`config.mk`:
```
export PLATFORM = sky130hd
export DESIGN_NAME = md_tag_mismatch_extractor
export DESIGN_NICKNAME = d
export VERILOG_FILES = /design/src/hdl/mte_pkg.sv /design/src/hdl/mte_ram.sv /design/src/hdl/mte_parse.sv /design/src/hdl/mte_emit.sv /design/src/hdl/md_tag_mismatch_extractor.sv
export SDC_FILE = /design/constraint.sdc
export NUM_CORES = 2
export LEC_CHECK = 0
export BUFFER_PORTS_ARGS = -buffer_cell sky130_fd_sc_hd__buf_2
export CAP_MARGIN = 20
export CELL_PAD_IN_SITES_DETAIL_PLACEMENT = 0
export CELL_PAD_IN_SITES_GLOBAL_PLACEMENT = 2
export CORE_MARGIN = 4
export CORE_UTILIZATION = 33
export DETAILED_ROUTE_END_ITERATION = 7
export PLACE_DENSITY_LB_ADDON = 0.1
export SETUP_SLACK_MARGIN = 0.5
export SYNTH_ARGS = -nofsm -noshare
export SYNTH_HDL_FRONTEND = slang
export SYNTH_SLANG_ARGS = --single-unit
```
`constraint.sdc`:
```
create_clock -name clk -period 4.1 [get_ports clk]
set_input_delay 0.82 -clock clk [delete_from_list [all_inputs] [get_ports clk]]
set_output_delay 0.82 -clock clk [all_outputs]
set_load 0.01 [all_outputs]
```
`src/hdl/mte_pkg.sv`:
```
`timescale 1ns / 1ps
// ----------------------------------------------------------------------------
// mte_pkg
// Shared types, character codes and base-letter helpers for the MD tag
// mismatch extractor.
// ----------------------------------------------------------------------------
package mte_pkg;

  typedef enum logic [1:0] {
    CMD_START   = 2'd0,
    CMD_BASE    = 2'd1,
    CMD_MD_CHAR = 2'd2
  } cmd_t;

  typedef enum logic [1:0] {
    KIND_MISMATCH = 2'd0,
    KIND_INVALID  = 2'd1,
    KIND_BEYOND   = 2'd2
  } kind_t;

  localparam logic [7:0]  CH_A    = 8'h41;
  localparam logic [7:0]  CH_C    = 8'h43;
  localparam logic [7:0]  CH_G    = 8'h47;
  localparam logic [7:0]  CH_N    = 8'h4E;
  localparam logic [7:0]  CH_T    = 8'h54;
  localparam logic [7:0]  CH_ZERO = 8'h30;
  localparam logic [7:0]  CH_NINE = 8'h39;
  localparam logic [7:0]  CH_UA   = 8'h41;
  localparam logic [7:0]  CH_UZ   = 8'h5A;
  localparam logic [7:0]  CH_LA   = 8'h61;
  localparam logic [7:0]  CH_LZ   = 8'h7A;
  localparam logic [7:0]  CASE_OFFSET = 8'd32;
  localparam logic [3:0]  CODE_NONE = 4'h0;
  localparam logic [3:0]  CODE_N    = 4'hF;
  localparam logic [10:0] RUN_MAX   = 11'h7FF;

  // Request handed from the parse stage to the emit stage.
  typedef struct packed {
    kind_t       kind;
    logic [10:0] position;
    logic [7:0]  ref_base;
    logic [7:0]  obs_base;
    logic        use_ram;
    logic        reverse;
  } req_t;

  function automatic logic [7:0] code_to_letter(input logic [3:0] code);
    logic [7:0] letter;
    if (code == CODE_N || code == CODE_NONE) begin
      letter = CH_N;
    end else if (code[0]) begin
      letter = CH_A;
    end else if (code[1]) begin
      letter = CH_C;
    end else if (code[2]) begin
      letter = CH_G;
    end else begin
      letter = CH_T;
    end
    return letter;
  endfunction

  function automatic logic [7:0] complement_letter(input logic [7:0] c);
    logic [7:0] up;
    logic [7:0] res;
    up = (c >= CH_LA && c <= CH_LZ) ? c - CASE_OFFSET : c;
    case (up)
      CH_A:    res = CH_T;
      CH_T:    res = CH_A;
      CH_C:    res = CH_G;
      CH_G:    res = CH_C;
      default: res = CH_N;
    endcase
    return res;
  endfunction

endpackage

```
`src/hdl/mte_ram.sv`:
```
`timescale 1ns / 1ps
// ----------------------------------------------------------------------------
// mte_ram
// Generic single write port, single read port RAM with registered read.
// ----------------------------------------------------------------------------
module mte_ram #(
  parameter int WIDTH = 4,
  parameter int DEPTH = 1024
) (
  input  logic                     clk,
  input  logic                     we,
  input  logic [$clog2(DEPTH)-1:0] waddr,
  input  logic [WIDTH-1:0]         wdata,
  input  logic                     re,
  input  logic [$clog2(DEPTH)-1:0] raddr,
  output logic [WIDTH-1:0]         rdata
);

  logic [WIDTH-1:0] mem [DEPTH];
  logic [WIDTH-1:0] rdata_r;

  always_ff @(posedge clk) begin
    if (we) begin
      mem[waddr] <= wdata;
    end
    if (re) begin
      rdata_r <= mem[raddr];
    end
  end

  assign rdata = rdata_r;

endmodule

```
`src/hdl/mte_parse.sv`:
```
`timescale 1ns / 1ps
// ----------------------------------------------------------------------------
// mte_parse
// Parse state (run, cursor, length, strand) and decode of one request per
// cycle when accept is high; issues base writes and the base read for mismatches.
// ----------------------------------------------------------------------------
module mte_parse import mte_pkg::*; #(
  parameter int MAX_READ_LEN = 1024
) (
  input  logic                            clk,
  input  logic                            rst_n,
  input  logic                            accept,
  input  logic [1:0]                      command,
  input  logic [10:0]                     read_length,
  input  logic                            is_reverse,
  input  logic [9:0]                      base_index,
  input  logic [3:0]                      base_code,
  input  logic [7:0]                      md_char,
  output logic                            req_valid,
  output req_t                            req,
  output logic                            ram_we,
  output logic [$clog2(MAX_READ_LEN)-1:0] ram_waddr,
  output logic [3:0]                      ram_wdata,
  output logic [$clog2(MAX_READ_LEN)-1:0] ram_raddr
);

  localparam int AW = $clog2(MAX_READ_LEN);

  logic [10:0] run_r, run_nxt;
  logic [10:0] cursor_r, cursor_nxt;
  logic [10:0] len_r, len_nxt;
  logic        rev_r, rev_nxt;

  logic [11:0] pos;
  logic        beyond;
  logic [14:0] run_sum;
  logic        is_digit;
  logic        is_letter;
  logic [7:0]  ref_letter;
  logic        base_ok;

  assign pos        = {1'b0, cursor_r} + {1'b0, run_r};
  assign beyond     = pos >= {1'b0, len_r};
  assign run_sum    = 15'(run_r) * 15'd10 + 15'(4'(md_char - CH_ZERO));
  assign ref_letter = rev_r ? complement_letter(md_char) : md_char;
  assign base_ok    = 32'(base_index) < 32'(MAX_READ_LEN);
  assign ram_waddr  = AW'(base_index);
  assign ram_wdata  = base_code;
  assign ram_raddr  = AW'(pos);

  always_comb begin
    is_digit  = md_char inside {[CH_ZERO:CH_NINE]};
    is_letter = md_char inside {[CH_UA:CH_UZ], [CH_LA:CH_LZ]};
    run_nxt    = run_r;
    cursor_nxt = cursor_r;
    len_nxt    = len_r;
    rev_nxt    = rev_r;
    ram_we     = 1'b0;
    req_valid  = 1'b0;
    req.kind     = KIND_MISMATCH;
    req.position = '0;
    req.ref_base = ref_letter;
    req.obs_base = CH_N;
    req.use_ram  = 1'b0;
    req.reverse  = rev_r;
    case (command)
      CMD_START: begin
        len_nxt    = (32'(read_length) > 32'(MAX_READ_LEN)) ? 11'(MAX_READ_LEN)
                                                            : read_length;
        rev_nxt    = is_reverse;
        run_nxt    = '0;
        cursor_nxt = '0;
      end
      CMD_BASE: begin
        ram_we = accept && base_ok;
      end
      CMD_MD_CHAR: begin
        if (is_digit) begin
          run_nxt = (run_sum > 15'(RUN_MAX)) ? RUN_MAX : run_sum[10:0];
        end else if (is_letter) begin
          req_valid = 1'b1;
          run_nxt   = '0;
          if (beyond) begin
            // Saturate at the end of the read.
            cursor_nxt   = len_r;
            req.kind     = KIND_BEYOND;
            req.position = len_r;
          end else begin
            cursor_nxt   = pos[10:0] + 11'd1;
            req.kind     = KIND_MISMATCH;
            req.use_ram  = 1'b1;
            req.position = rev_r ? len_r - pos[10:0] : pos[10:0] + 11'd1;
          end
        end else begin
          req_valid    = 1'b1;
          req.kind     = KIND_INVALID;
          req.ref_base = md_char;
          req.obs_base = '0;
        end
      end
      default: begin
      end
    endcase
  end

  always_ff @(posedge clk) begin
    if (!rst_n) begin
      run_r    <= '0;
      cursor_r <= '0;
      len_r    <= '0;
      rev_r    <= 1'b0;
    end else if (accept) begin
      run_r    <= run_nxt;
      cursor_r <= cursor_nxt;
      len_r    <= len_nxt;
      rev_r    <= rev_nxt;
    end
  end

endmodule

```
`src/hdl/mte_emit.sv`:
```
`timescale 1ns / 1ps
// ----------------------------------------------------------------------------
// mte_emit
// Holds a request while its base read completes, resolves the observed base
// and drives the result register.
// ----------------------------------------------------------------------------
module mte_emit import mte_pkg::*; (
  input  logic        clk,
  input  logic        rst_n,
  input  logic        accept,
  input  logic        req_valid,
  input  req_t        req,
  input  logic [3:0]  ram_rdata,
  output logic        can_accept,
  output logic        out_valid,
  input  logic        out_stall,
  output logic [1:0]  out_kind,
  output logic [10:0] out_position,
  output logic [7:0]  out_reference_base,
  output logic [7:0]  out_observed_base
);

  logic        hold_valid_r;
  req_t        hold_r;
  logic        out_valid_r;
  logic [1:0]  kind_r;
  logic [10:0] position_r;
  logic [7:0]  ref_r;
  logic [7:0]  obs_r;

  logic        out_free;
  logic [7:0]  base_letter;
  logic [7:0]  obs_nxt;

  assign out_free   = !out_valid_r || !out_stall;
  assign can_accept = !hold_valid_r || out_free;

  assign base_letter = code_to_letter(ram_rdata);
  assign obs_nxt     = !hold_r.use_ram ? hold_r.obs_base :
                       hold_r.reverse  ? complement_letter(base_letter) : base_letter;

  always_ff @(posedge clk) begin
    if (!rst_n) begin
      hold_valid_r <= 1'b0;
      out_valid_r  <= 1'b0;
    end else begin
      if (can_accept) begin
        hold_valid_r <= accept && req_valid;
      end
      if (out_free) begin
        out_valid_r <= hold_valid_r;
      end
    end
  end

  always_ff @(posedge clk) begin
    if (can_accept && accept) begin
      hold_r <= req;
    end
    if (out_free && hold_valid_r) begin
      kind_r     <= hold_r.kind;
      position_r <= hold_r.position;
      ref_r      <= hold_r.ref_base;
      obs_r      <= obs_nxt;
    end
  end

  assign out_valid          = out_valid_r;
  assign out_kind           = kind_r;
  assign out_position       = position_r;
  assign out_reference_base = ref_r;
  assign out_observed_base  = obs_r;

endmodule

```
`src/hdl/md_tag_mismatch_extractor.sv`:
```
`timescale 1ns / 1ps
// ----------------------------------------------------------------------------
// md_tag_mismatch_extractor
// Walks an MD tag one character per request against a stored read and
// reports mismatches, invalid characters and positions beyond the read.
// ----------------------------------------------------------------------------
// The block takes one request every cycle while in_stall is low (start, base
// write or MD tag character). A letter or an invalid character that is taken
// goes to the holding stage and then, when the output is not stalled, to the
// result register. The read base store has MAX_READ_LEN entries of 4 bits
// with one write port and one registered read port; the read is issued in the
// cycle the letter is taken. The store is not cleared after reset; a base must
// be written before a letter refers to it. A result waiting under stall does
// not stop new requests until the holding stage also fills.
module md_tag_mismatch_extractor import mte_pkg::*; #(
  parameter int MAX_READ_LEN = 1024
) (
  input  logic        clk,
  input  logic        rst_n,
  input  logic        in_valid,
  output logic        in_stall,
  input  logic [1:0]  in_command,
  input  logic [10:0] in_read_length,
  input  logic        in_is_reverse,
  input  logic [9:0]  in_base_index,
  input  logic [3:0]  in_base_code,
  input  logic [7:0]  in_md_char,
  output logic        out_valid,
  input  logic        out_stall,
  output logic [1:0]  out_kind,
  output logic [10:0] out_position,
  output logic [7:0]  out_reference_base,
  output logic [7:0]  out_observed_base
);

  localparam int AW = $clog2(MAX_READ_LEN);

  logic          accept;
  logic          can_accept;
  logic          req_valid;
  req_t          req;
  logic          ram_we;
  logic [AW-1:0] ram_waddr;
  logic [3:0]    ram_wdata;
  logic [AW-1:0] ram_raddr;
  logic [3:0]    ram_rdata;

  assign in_stall = !can_accept;
  assign accept   = in_valid && can_accept;

  mte_parse #(
    .MAX_READ_LEN(MAX_READ_LEN)
  ) u_parse (
    .clk        (clk),
    .rst_n      (rst_n),
    .accept     (accept),
    .command    (in_command),
    .read_length(in_read_length),
    .is_reverse (in_is_reverse),
    .base_index (in_base_index),
    .base_code  (in_base_code),
    .md_char    (in_md_char),
    .req_valid  (req_valid),
    .req        (req),
    .ram_we     (ram_we),
    .ram_waddr  (ram_waddr),
    .ram_wdata  (ram_wdata),
    .ram_raddr  (ram_raddr)
  );

  mte_ram #(
    .WIDTH(4),
    .DEPTH(MAX_READ_LEN)
  ) u_bases (
    .clk  (clk),
    .we   (ram_we),
    .waddr(ram_waddr),
    .wdata(ram_wdata),
    .re   (accept),
    .raddr(ram_raddr),
    .rdata(ram_rdata)
  );

  mte_emit u_emit (
    .clk               (clk),
    .rst_n             (rst_n),
    .accept            (accept),
    .req_valid         (req_valid),
    .req               (req),
    .ram_rdata         (ram_rdata),
    .can_accept        (can_accept),
    .out_valid         (out_valid),
    .out_stall         (out_stall),
    .out_kind          (out_kind),
    .out_position      (out_position),
    .out_reference_base(out_reference_base),
    .out_observed_base (out_observed_base)
  );

endmodule

```
==> metrics.md <==
| Metric | Value |
|---|---|
| Async set or reset register ratio after synthesis | 0 |
| Slew Viols, Final | 0 |
| Layout cell share with drive strength beyond 1 | 0.3243 |
| Die Ht | 719.5 microns |
| Die ar. | 517600 sq um |
| Main synth FF type | edfxtp_1 |
| Max VDD drop | 404.9 uV |
| Worst Path Buf+Inv | 5 |
| Placement Cell Area | 183200 sq um |
| Slowest CP cell | fa_4 |
| Part of the Yosys area used for sequential elements | 0.7506 |
| Post-synth top area share | 0.7462 |
| Largest delay contributor family on the critical path | buffers and inverters |
| Inserted Clock Buffers | 458 |
| Startpoint types | flip-flop |
| Vias | 86630 |
| RSZ-0062 raised after global routing | true |
| Cell variety after synth | 75 |
| Cell mode on critical path | nand4_1 |
| Crit-path cells | ha_4 > fa_4 > buf_12 > bufbuf_16 > buf_4 > buf_8 > buf_4 > mux4_2 > mux4_2 > nand2_1 > nand4_1 > nand4_1 > nand4_1 > and3_4 |
| Worst Skew | 78.95 ps |
| Critical path type | reg -> reg |
| Worst skew pair latency | 1040 ps |
| EDFF count, synth | 4151 |
| R2R setup slack | -470 ps |
| Max Cap Viol | 0 |
| Hold crit path type | in -> reg |
| Maximum clock rate | 0.2188 GHz |
| Initial antenna violation count | 45 |
| Initial Utilization | 0.3309 |
| Post-Route WL | 545.2 mm |
| Final core occ | 0.3971 |
| First-pass GRT wire length | 756.4 mm |
| Sink Count | 4187 |
| Endpoints failing hold | 0 |
| Synth warnings | 0 |
| Crit. End Element | flip-flop |
| Drt via density | 5.272 |
| H-tree depth | 5 |
| Slew Limit Headroom | 0.3108 |
| Tmin final | 4570 ps |
| Number of core rows | 261 |
| Worst-path fanout max | 14 |
| WL/cell | 33.18 microns |
| Post-route setup slack | -470.0 ps |
| Largest net degree at the start of global routing | 155 |
| Syn Area/Cell | 19.99 sq um |
| TritonCTS clock tree | built |
| Pwr Density | 450.2 nW/um^2 |
| Final nets | 9422 |
| Post-synth top area cell | edfxtp_1 |
| Dominant cells by area after synthesis | edfxtp_1 (75%), mux4_2 (16%), nor2_1 (2.5%) |
| Core ar. | 504900 sq um |
| Fillers | 45460 |
| Worst EP required | 4870 ps |
| Drt initial violations | 8515 |
| CP max stage delay | 760 ps |
| Post-route ant nets | 0 |
| Die Wd | 719.5 microns |
| Cell area after synthesis | 167000 sq um |
| Status | complete, but fails checks |
| Crit path DAT | 5340 ps |
| Failing checks | negative setup slack |
| Setup-failing EPs final | 4 |
| Final instance area | 200500 sq um |
| Setup slack at placement | -1121 ps |
| Sum of negative setup slack | -1754 ps |
| Leak | 62.17 nW |
| GP Congestion | 0.8033 |
| Root buf cell | clkbuf_16 |
| Post-route DRC | 0 |
| Port Buffers | 68 |
| Yosys reg bits | 4187 |
| Detailed Place HPWL | 357.8 mm |
| Vias in the first global route | 90860 |
| Boundary pin count | 71 |
| Clk slew on worst S/H paths | 60 ps |
| Area growth syn-to-layout | 20.03% |
| GRT Overall Usage | 0.2071 |
| GR Overflow Total | 0 |
| CTS Buffer Depth | 4 |
| Tightest Pin Transition | 1034 ps |
| Mapped Cells | 8356 |
| Drt pass-1 iters | 8 |
| Tcrit/Tclk final | 1.115 |
routing by layer:
metal	GRT usage	share of wire
met3	0.02577	0.051
met4	0.04022	0.020
met1	0.2936	0.44
met5	0	0.000062
met2	0.3454	0.49
sequential cells by signal (all words and copies together), names as in the netlist:
| register | count |
|---|---|
| u_emit.out_valid | 1 |
| u_emit.out_reference_base | 8 |
| u_bases.mem | 4096 |
| u_parse.rev_r | 1 |
| u_emit.out_kind | 2 |
| u_bases.rdata | 4 |
| u_parse.run_r | 11 |
| u_emit.out_observed_base | 6 |
| u_emit.hold_valid_r | 1 |
| u_emit.hold_r | 24 |
| u_emit.out_position | 11 |
| u_parse.cursor_r | 11 |
| u_parse.len_r | 11 |
cell usage in the layout (no fill, tap or decap), types with 81 or more instances in the layout:
cell,instances
clkbuf_16,464
clkinv_1,115
buf_12,227
mux4_2,1183
nand2_1,434
nor2_1,1088
buf_4,709
nand3_1,81
edfxtp_1,4151
clkinv_2,83
worst reg2reg max path: stages, from the launching register on:
cell and delay [ps]:
dfxtp_2 340, ha_4 160, fa_4 760, buf_12 210
bufbuf_16 370, buf_4 210, buf_8 200, buf_4 190
mux4_2 330, mux4_2 490, nand2_1 80, nand4_1 210
nand4_1 440, nand4_1 190, and3_4 180
timing repair:
item                                   CTS  global route
hold buffers                             1             0
endpoints found under the hold margin    1             0
buffers inserted                        55            23
cloned                                  11             2
pin swaps                               38            41
resized for setup                      191            99
setup endpoints to repair               39            39
report_power, final:
group          internal, mW  switching [mW]  leakage, nW
clock network          23.8            17.6         7.25
logic                 0.499            1.25         17.3
registers              47.1          0.0272         37.6
cell families (layout without fill, tap and decap cells):
family | count (synthesis) | in the layout | synth area share
other | 1 | 11 | 0.00002245
buffers and inverters | 611 | 1970 | 0.01792
AOI/OAI and AO/OA | 354 | 355 | 0.01391
DFF | 4187 | 4187 | 0.7506
and+or+nand+nor | 1842 | 1842 | 0.04470
adders and majority gates | 61 | 61 | 0.004749
xor gates and xnor gates | 37 | 37 | 0.001985
muxes | 1263 | 1263 | 0.1661
synthesized netlist by cell type (17+ instances only):
| cell type | instances |
|---|---|
| edfxtp_1 | 4151 |
| mux4_2 | 1179 |
| nor2_1 | 1109 |
| nand2_1 | 475 |
| clkbuf_1 | 360 |
| buf_4 | 92 |
| nand3_1 | 85 |
| a21oi_1 | 82 |
| buf_2 | 81 |
| o21ai_0 | 79 |
| mux2i_1 | 61 |
| ha_1 | 57 |
| nor3_1 | 41 |
| dfxtp_1 | 36 |
| nand4_1 | 35 |
| a31oi_1 | 34 |
| inv_1 | 32 |
| and3_1 | 24 |
| xnor2_1 | 23 |
| a32oi_1 | 22 |
| mux4_1 | 22 |
| a211oi_1 | 20 |
| nor2b_1 | 18 |
| buf_6 | 17 |
| nor3b_1 | 17 |
through the flow:
step | hold WS, ps | instances | total power [mW]
3_5_place_dp | 404.5 | 15480 | 49.69
3_3_place_gp | 408.4 | 15470 | 49.63
6_report | 147.9 | 16430 | 90.26
4_1_cts | 32.21 | 16400 | 91.13
2_1_floorplan | 400.3 | 8357 | 48.42
5_1_grt | 113.3 | 16430 | 93.14
worst paths after layout:
check	from	endpoint	depth (start not counted)
min	in_valid	u_emit.hold_valid_r$_SDFFE_PN0N_	3
max reg2reg	u_parse.cursor_r[0]$_SDFFE_PN0P_	u_bases.rdata[3]$_DFFE_PP_	14
max	u_parse.cursor_r[0]$_SDFFE_PN0P_	u_bases.rdata[3]$_DFFE_PP_	14
min reg2reg	u_emit.hold_r[29]$_SDFFCE_PP0P_	u_emit.out_kind[0]$_DFFE_PP_	0
layout make-up:
type	instances	area (sq um)	area share
diodes	9	22.52	0.0001123
clock buffers	538	11840	0.05903
clock inverters	318	3187	0.01590
inverters	36	162.7	0.0008113
multi-input cells	3560	40000	0.1995
flip-flops and latches	4187	125400	0.6254
well taps	6706	8391	0.04185
repair buffers	1078	11510	0.05740
No activity file was read; power rests on OpenSTA's default activity.
